==> src/hdl/glm_pkg.sv <==
`default_nettype none
package glm_pkg;

  localparam int MAX_WIDTH  = 256;
  localparam int MAX_HEIGHT = 256;
  localparam int DEPTH      = MAX_WIDTH * MAX_HEIGHT;
  localparam int ADDR_W     = $clog2(DEPTH);

  // shared serial divider sizes
  localparam int DIVD_W = 25;
  localparam int DIVS_W = 18;

  localparam logic [2:0] REG_ORIGIN_X    = 3'd0;
  localparam logic [2:0] REG_ORIGIN_Y    = 3'd1;
  localparam logic [2:0] REG_CELL_STEP   = 3'd2;
  localparam logic [2:0] REG_GRID_WIDTH  = 3'd3;
  localparam logic [2:0] REG_GRID_HEIGHT = 3'd4;

  localparam logic OP_DRAW = 1'b0;
  localparam logic OP_READ = 1'b1;

  typedef enum logic [4:0] {
    S_CLEAR,
    S_IDLE,
    S_READ,
    S_READ_WAIT,
    S_DELTA,
    S_SQX,
    S_SQY,
    S_ROOT,
    S_NDIV,
    S_NWAIT,
    S_SDIV,
    S_SWAIT,
    S_PT,
    S_ORG,
    S_CDIV,
    S_CWAIT,
    S_MARK,
    S_DONE
  } state_t;

endpackage
`default_nettype wire

==> src/hdl/glm_div.sv <==
`default_nettype none
module glm_div (
  input  wire logic                       clk,
  input  wire logic                       rst,
  input  wire logic                       start,
  input  wire logic [glm_pkg::DIVD_W-1:0] dividend,
  input  wire logic [glm_pkg::DIVS_W-1:0] divisor,
  output logic                            done,
  output logic [glm_pkg::DIVD_W-1:0]      quotient,
  output logic [glm_pkg::DIVS_W-1:0]      remainder
);

  localparam int CNT_W = $clog2(glm_pkg::DIVD_W);

  logic             busy;
  logic [CNT_W-1:0] cnt;
  logic [glm_pkg::DIVS_W-1:0] dvs;
  logic [glm_pkg::DIVS_W:0]   trial;
  logic                       fits;

  // one quotient bit per cycle, restoring
  assign trial = {remainder, quotient[glm_pkg::DIVD_W-1]};
  assign fits  = trial >= {1'b0, dvs};

  always_ff @(posedge clk) begin
    if (rst) begin
      busy <= 1'b0;
      done <= 1'b0;
      cnt  <= '0;
    end else begin
      done <= 1'b0;
      if (start) begin
        busy <= 1'b1;
        cnt  <= '0;
      end else if (busy) begin
        cnt <= cnt + 1'b1;
        if (cnt == CNT_W'(glm_pkg::DIVD_W - 1)) begin
          busy <= 1'b0;
          done <= 1'b1;
        end
      end
    end
  end

  always_ff @(posedge clk) begin
    if (start) begin
      quotient  <= dividend;
      remainder <= '0;
      dvs       <= divisor;
    end else if (busy) begin
      if (fits) begin
        remainder <= glm_pkg::DIVS_W'(trial - {1'b0, dvs});
      end else begin
        remainder <= trial[glm_pkg::DIVS_W-1:0];
      end
      quotient <= {quotient[glm_pkg::DIVD_W-2:0], fits};
    end
  end

endmodule
`default_nettype wire

==> config.mk <==
export PLATFORM = sky130hd
export DESIGN_NAME = glm_div
export DESIGN_NICKNAME = d
export VERILOG_FILES = /design/src/hdl/glm_pkg.sv /design/src/hdl/glm_div.sv
export SDC_FILE = /design/constraint.sdc
export NUM_CORES = 1
export LEC_CHECK = 0
export ABC_AREA = 1
export ABC_CLOCK_PERIOD_IN_PS = 2300
export BUFFER_PORTS_ARGS = -buffer_cell sky130_fd_sc_hd__buf_4
export CAP_MARGIN = 20
export CORE_ASPECT_RATIO = 1.25
export CORE_MARGIN = 2
export CORE_UTILIZATION = 42
export DETAILED_ROUTE_END_ITERATION = 12
export PLACE_DENSITY = 0.62
export SKIP_LAST_GASP = 1
export SLEW_MARGIN = 20
export SYNTH_ARGS = -nofsm -noshare
export SYNTH_HDL_FRONTEND = slang
export SYNTH_SLANG_ARGS = --single-unit
==> constraint.sdc <==
create_clock -name clk -period 2.3 [get_ports clk]
set_input_delay 0.115 -clock clk [delete_from_list [all_inputs] [get_ports clk]]
set_output_delay 0.115 -clock clk [all_outputs]
set_load 0.01 [all_outputs]
==> summary.txt <==
Status
  • Outcome: completed

Place
  • Cell count after placement: 770
  • GP Congestion: 0.851
  • Pre-CTS WS: -0.134 ns
  • IO buf count: 89
  • Placed inst area: 0.00507 mm^2
  • Final HPWL DP: 7.31 mm

Synth
  • Synth warn: 0
  • Post-synth ARST share: 0%
  • Largest family of logic cells by synthesized area: simple AND/OR/NAND/NOR gates
  • Leading area contributor after synthesis: edfxtp_1
  • Mean area per synthesized cell: 7.56 um^2
  • Post-Syn Area: 0.00397 mm^2
  • Post-synth top area share: 32.5%
  • Syn Inst Count: 525
  • Top FF cell, synth: edfxtp_1
  • Synth Area in Adders: 6.81%
  • Seq/Total Area, Yosys: 45.1%
  • Synth cell types: 34
  • Top cells by area, synth: edfxtp_1, nand2_1, dfxtp_1, inv_1, ha_1
  • Post-synthesis simple-gate area fraction: 32.8%
  • Post-synthesis compound-gate area fraction: 4.35%
  • Multiplexer area fraction after synthesis: 0%
  • FF+latch count, synth: 68
  • EDFF count, synth: 43
  • Net count after synthesis: 592
  • Synth Area in XOR/XNOR: 1.54%

Drt
  • Vias: 3771
  • Starting DRT DRC Count: 172
  • Routed length per instance: 12.4 um
  • Residual DRC: 0
  • Final WL: 9.97 mm
  • Pre-antenna DRT Iters: 6
  • Via density: 4.69
  • Final ANT Viol Nets: 0

Clock network
  • Clk buf depth: 2
  • Total CTS buffers: 9
  • CTS tree: done
  • Root buf cell: clkbuf_16
  • Clock slew at reported path FFs: 0.06 ns
  • Clock Latency Late Sink: 0.33 ns
  • CTS sink cnt: 68
  • CTS H-tree lvls: 3

Global routing
  • First-pass GRT wire length: 16.6 mm
  • Total GRT Usage: 20.3%
  • Antenna violations before repair: 0
  • GRT overflow: 0
  • Largest net degree at the start of global routing: 36
  • Vias in the first global route: 3792

STA
  • Slew headroom: 69.3%
  • Final WS setup: 0.233 ns
  • Slew @ Worst Pin: 0.460 ns
  • Final setup viols: 0
  • Final hold slack: 0.0460 ns
  • Period utilisation layout: 89.9%
  • Max Fclk: 484 MHz
  • Clock skew: 0.00237 ns
  • Unrepaired setup endpoints after global routing: false
  • Crit path time final: 2.07 ns
  • Final Max Tran Viols: 0
  • Final Hold Viols: 0

Worst hold path
  • Worst min-delay path class: in2reg
  • WHS Path Cells: 3
  • Hold path startpoint: dividend[5]
  • Endpoint, Worst Hold: quotient[5]

Finish
  • Final net count: 743
  • Layout cells sized above 1: 24.5%
  • Finished Layout Cells: 804
  • Final instance area: 0.00557 mm^2
  • Most common cell after layout, fill and taps aside: nand2_1
  • Synth-to-layout area growth: 40.4%
  • Most frequent cells in the layout: nand2_1, buf_4, inv_1, edfxtp_1, nand3_1
  • N_diodes: 0

Floorplanning
  • Starting Density: 43.3%
  • IO Count: 90
  • DIE AREA: 0.0103 mm^2
  • Row cnt: 39
  • Chip width: 91.0 um
  • Die height: 113 um
  • Core area: 0.00917 mm^2

Worst setup path
  • CP arrival: 2.33 ns
  • Worst R2R Start: dvs[8]
  • Slowest library cell on the worst path: edfxtp_1
  • Worst path bufs/invs: 2
  • Worst Path Required: 2.56 ns
  • CP max stage delay: 0.35 ns
  • Critical path type: reg2reg
  • Crit path max-delay family: simple AND/OR/NAND/NOR gates
  • Reg2reg path depth: 14
  • Crit. End Element: register
  • CP Launch Type: register
  • Crit-path max FO: 21
  • Crit-path cells: inv_1, ha_1, buf_4, nand2_1, nand2_1, nand2_1, nand2_1, a21oi_1, nand2_2, nand2_8, nand2_8, nand2_1, nand3_1, o21ai_1
  • Most used cell, CP: nand2_1
  • Flop-to-flop setup slack: 0.23 ns
  • Crit Reg-Reg Endpoint: remainder[0]

Power and ir drop
  • Power Density: 591 mW/mm^2
  • Leakage: 2.87 nW
  • VDD IR max: 0.000466 V

Flow run
  • Max-cap violations: 0
-- per-stage QoR --
| stage | TNS, ns | total power, mW | util (%) |
|---|---|---|---|
| global placement | -0.101 | 1.92 | 55.2 |
| global route | 0 | 3.44 | 60.7 |
| finish | 0 | 3.29 | 60.7 |
| floorplan | 0 | 1.68 | - |
| CTS | 0 | 3.33 | 60.4 |
| detailed placement | -0.922 | 1.93 | 55.2 |
-- logic make-up after synthesis --
logic type,after synthesis
flip-flops,68
adder cells (fa/ha/maj),21
AND/OR/NAND/NOR,304
XOR/XNOR,7
buffers and inverters,93
AO/OA/AOI/OAI,32
-- registers in the layout, summed over array words and instances, names as in the netlist --
| register | flops |
|---|---|
| cnt | 5 |
| quotient | 25 |
| done | 1 |
| busy | 1 |
| dvs | 18 |
| remainder | 18 |
-- cell type report --
type	count	area, um^2
clock buffers	9	225
multi-input cells	364	1840
repair buffers	153	1190
fillers	875	3600
clock inverters	7	66.3
inverters	80	300
well taps	123	154
flip-flops and latches	68	1790
-- Yosys cell counts (3+ instances only) --
master    instances
a21oi_1          14
nor2_1           30
nand3_1          39
nand2_2           5
nand2_1         203
o21ai_1           8
dfxtp_1          25
o21ai_0           4
nor3_1            3
nand4_1           3
nand3b_1         12
buf_2             5
inv_1            76
edfxtp_1         43
xnor2_1           6
clkbuf_1          6
ha_1             20
-- routing by layer --
layer | wire, um | vias up | global-route usage, % | share of wire, %
li1 | - | 1968 | - | -
met1 | 4300 | 1688 | 23.2 | 43
met2 | 4810 | 98 | 35.0 | 48
met3 | 649 | 17 | 6.19 | 6.5
met4 | 215 | 0 | 8.79 | 2.2
met5 | 0 | - | 0 | 0
-- worst register-to-register path, delay by kind of cell (launching register included) --
family          cells  cell delay, ns
fa+ha+maj           1            0.23
buf+inv             2            0.21
compound gates      2            0.29
simple gates        9            0.89
flops               1            0.35
-- where the power goes --
part | internal, mW | switching (mW) | leakage, nW
logic | 0.250 | 0.252 | 2.10
clock network | 0.833 | 0.532 | 0.137
registers | 1.39 | 0.0370 | 0.635
total | 2.47 | 0.821 | 2.87
-- timing repair --
action                     CTS  global route
hold buffers                18             0
hold endpoints to repair    18             0
gates resized for setup      1             6
buffers inserted             0             0
setup endpoints to repair   18            17
pin swaps                    0             1
-- worst max path at each step --
stage | from | endpoint | slack [ns] | cells past startpoint
after global routing | dvs[8] | remainder[0] | 0.01 | 14
after global placement | dvs[7] | remainder[17] | -0.06 | 13
after detailed placement | dvs[17] | remainder[17] | -0.13 | 13
after CTS | dvs[8] | remainder[13] | 0.09 | 14
after floorplan | quotient[24] | remainder[6] | 0.39 | 12
final | dvs[8] | remainder[0] | 0.23 | 14
(Power assumes the default switching activity.)
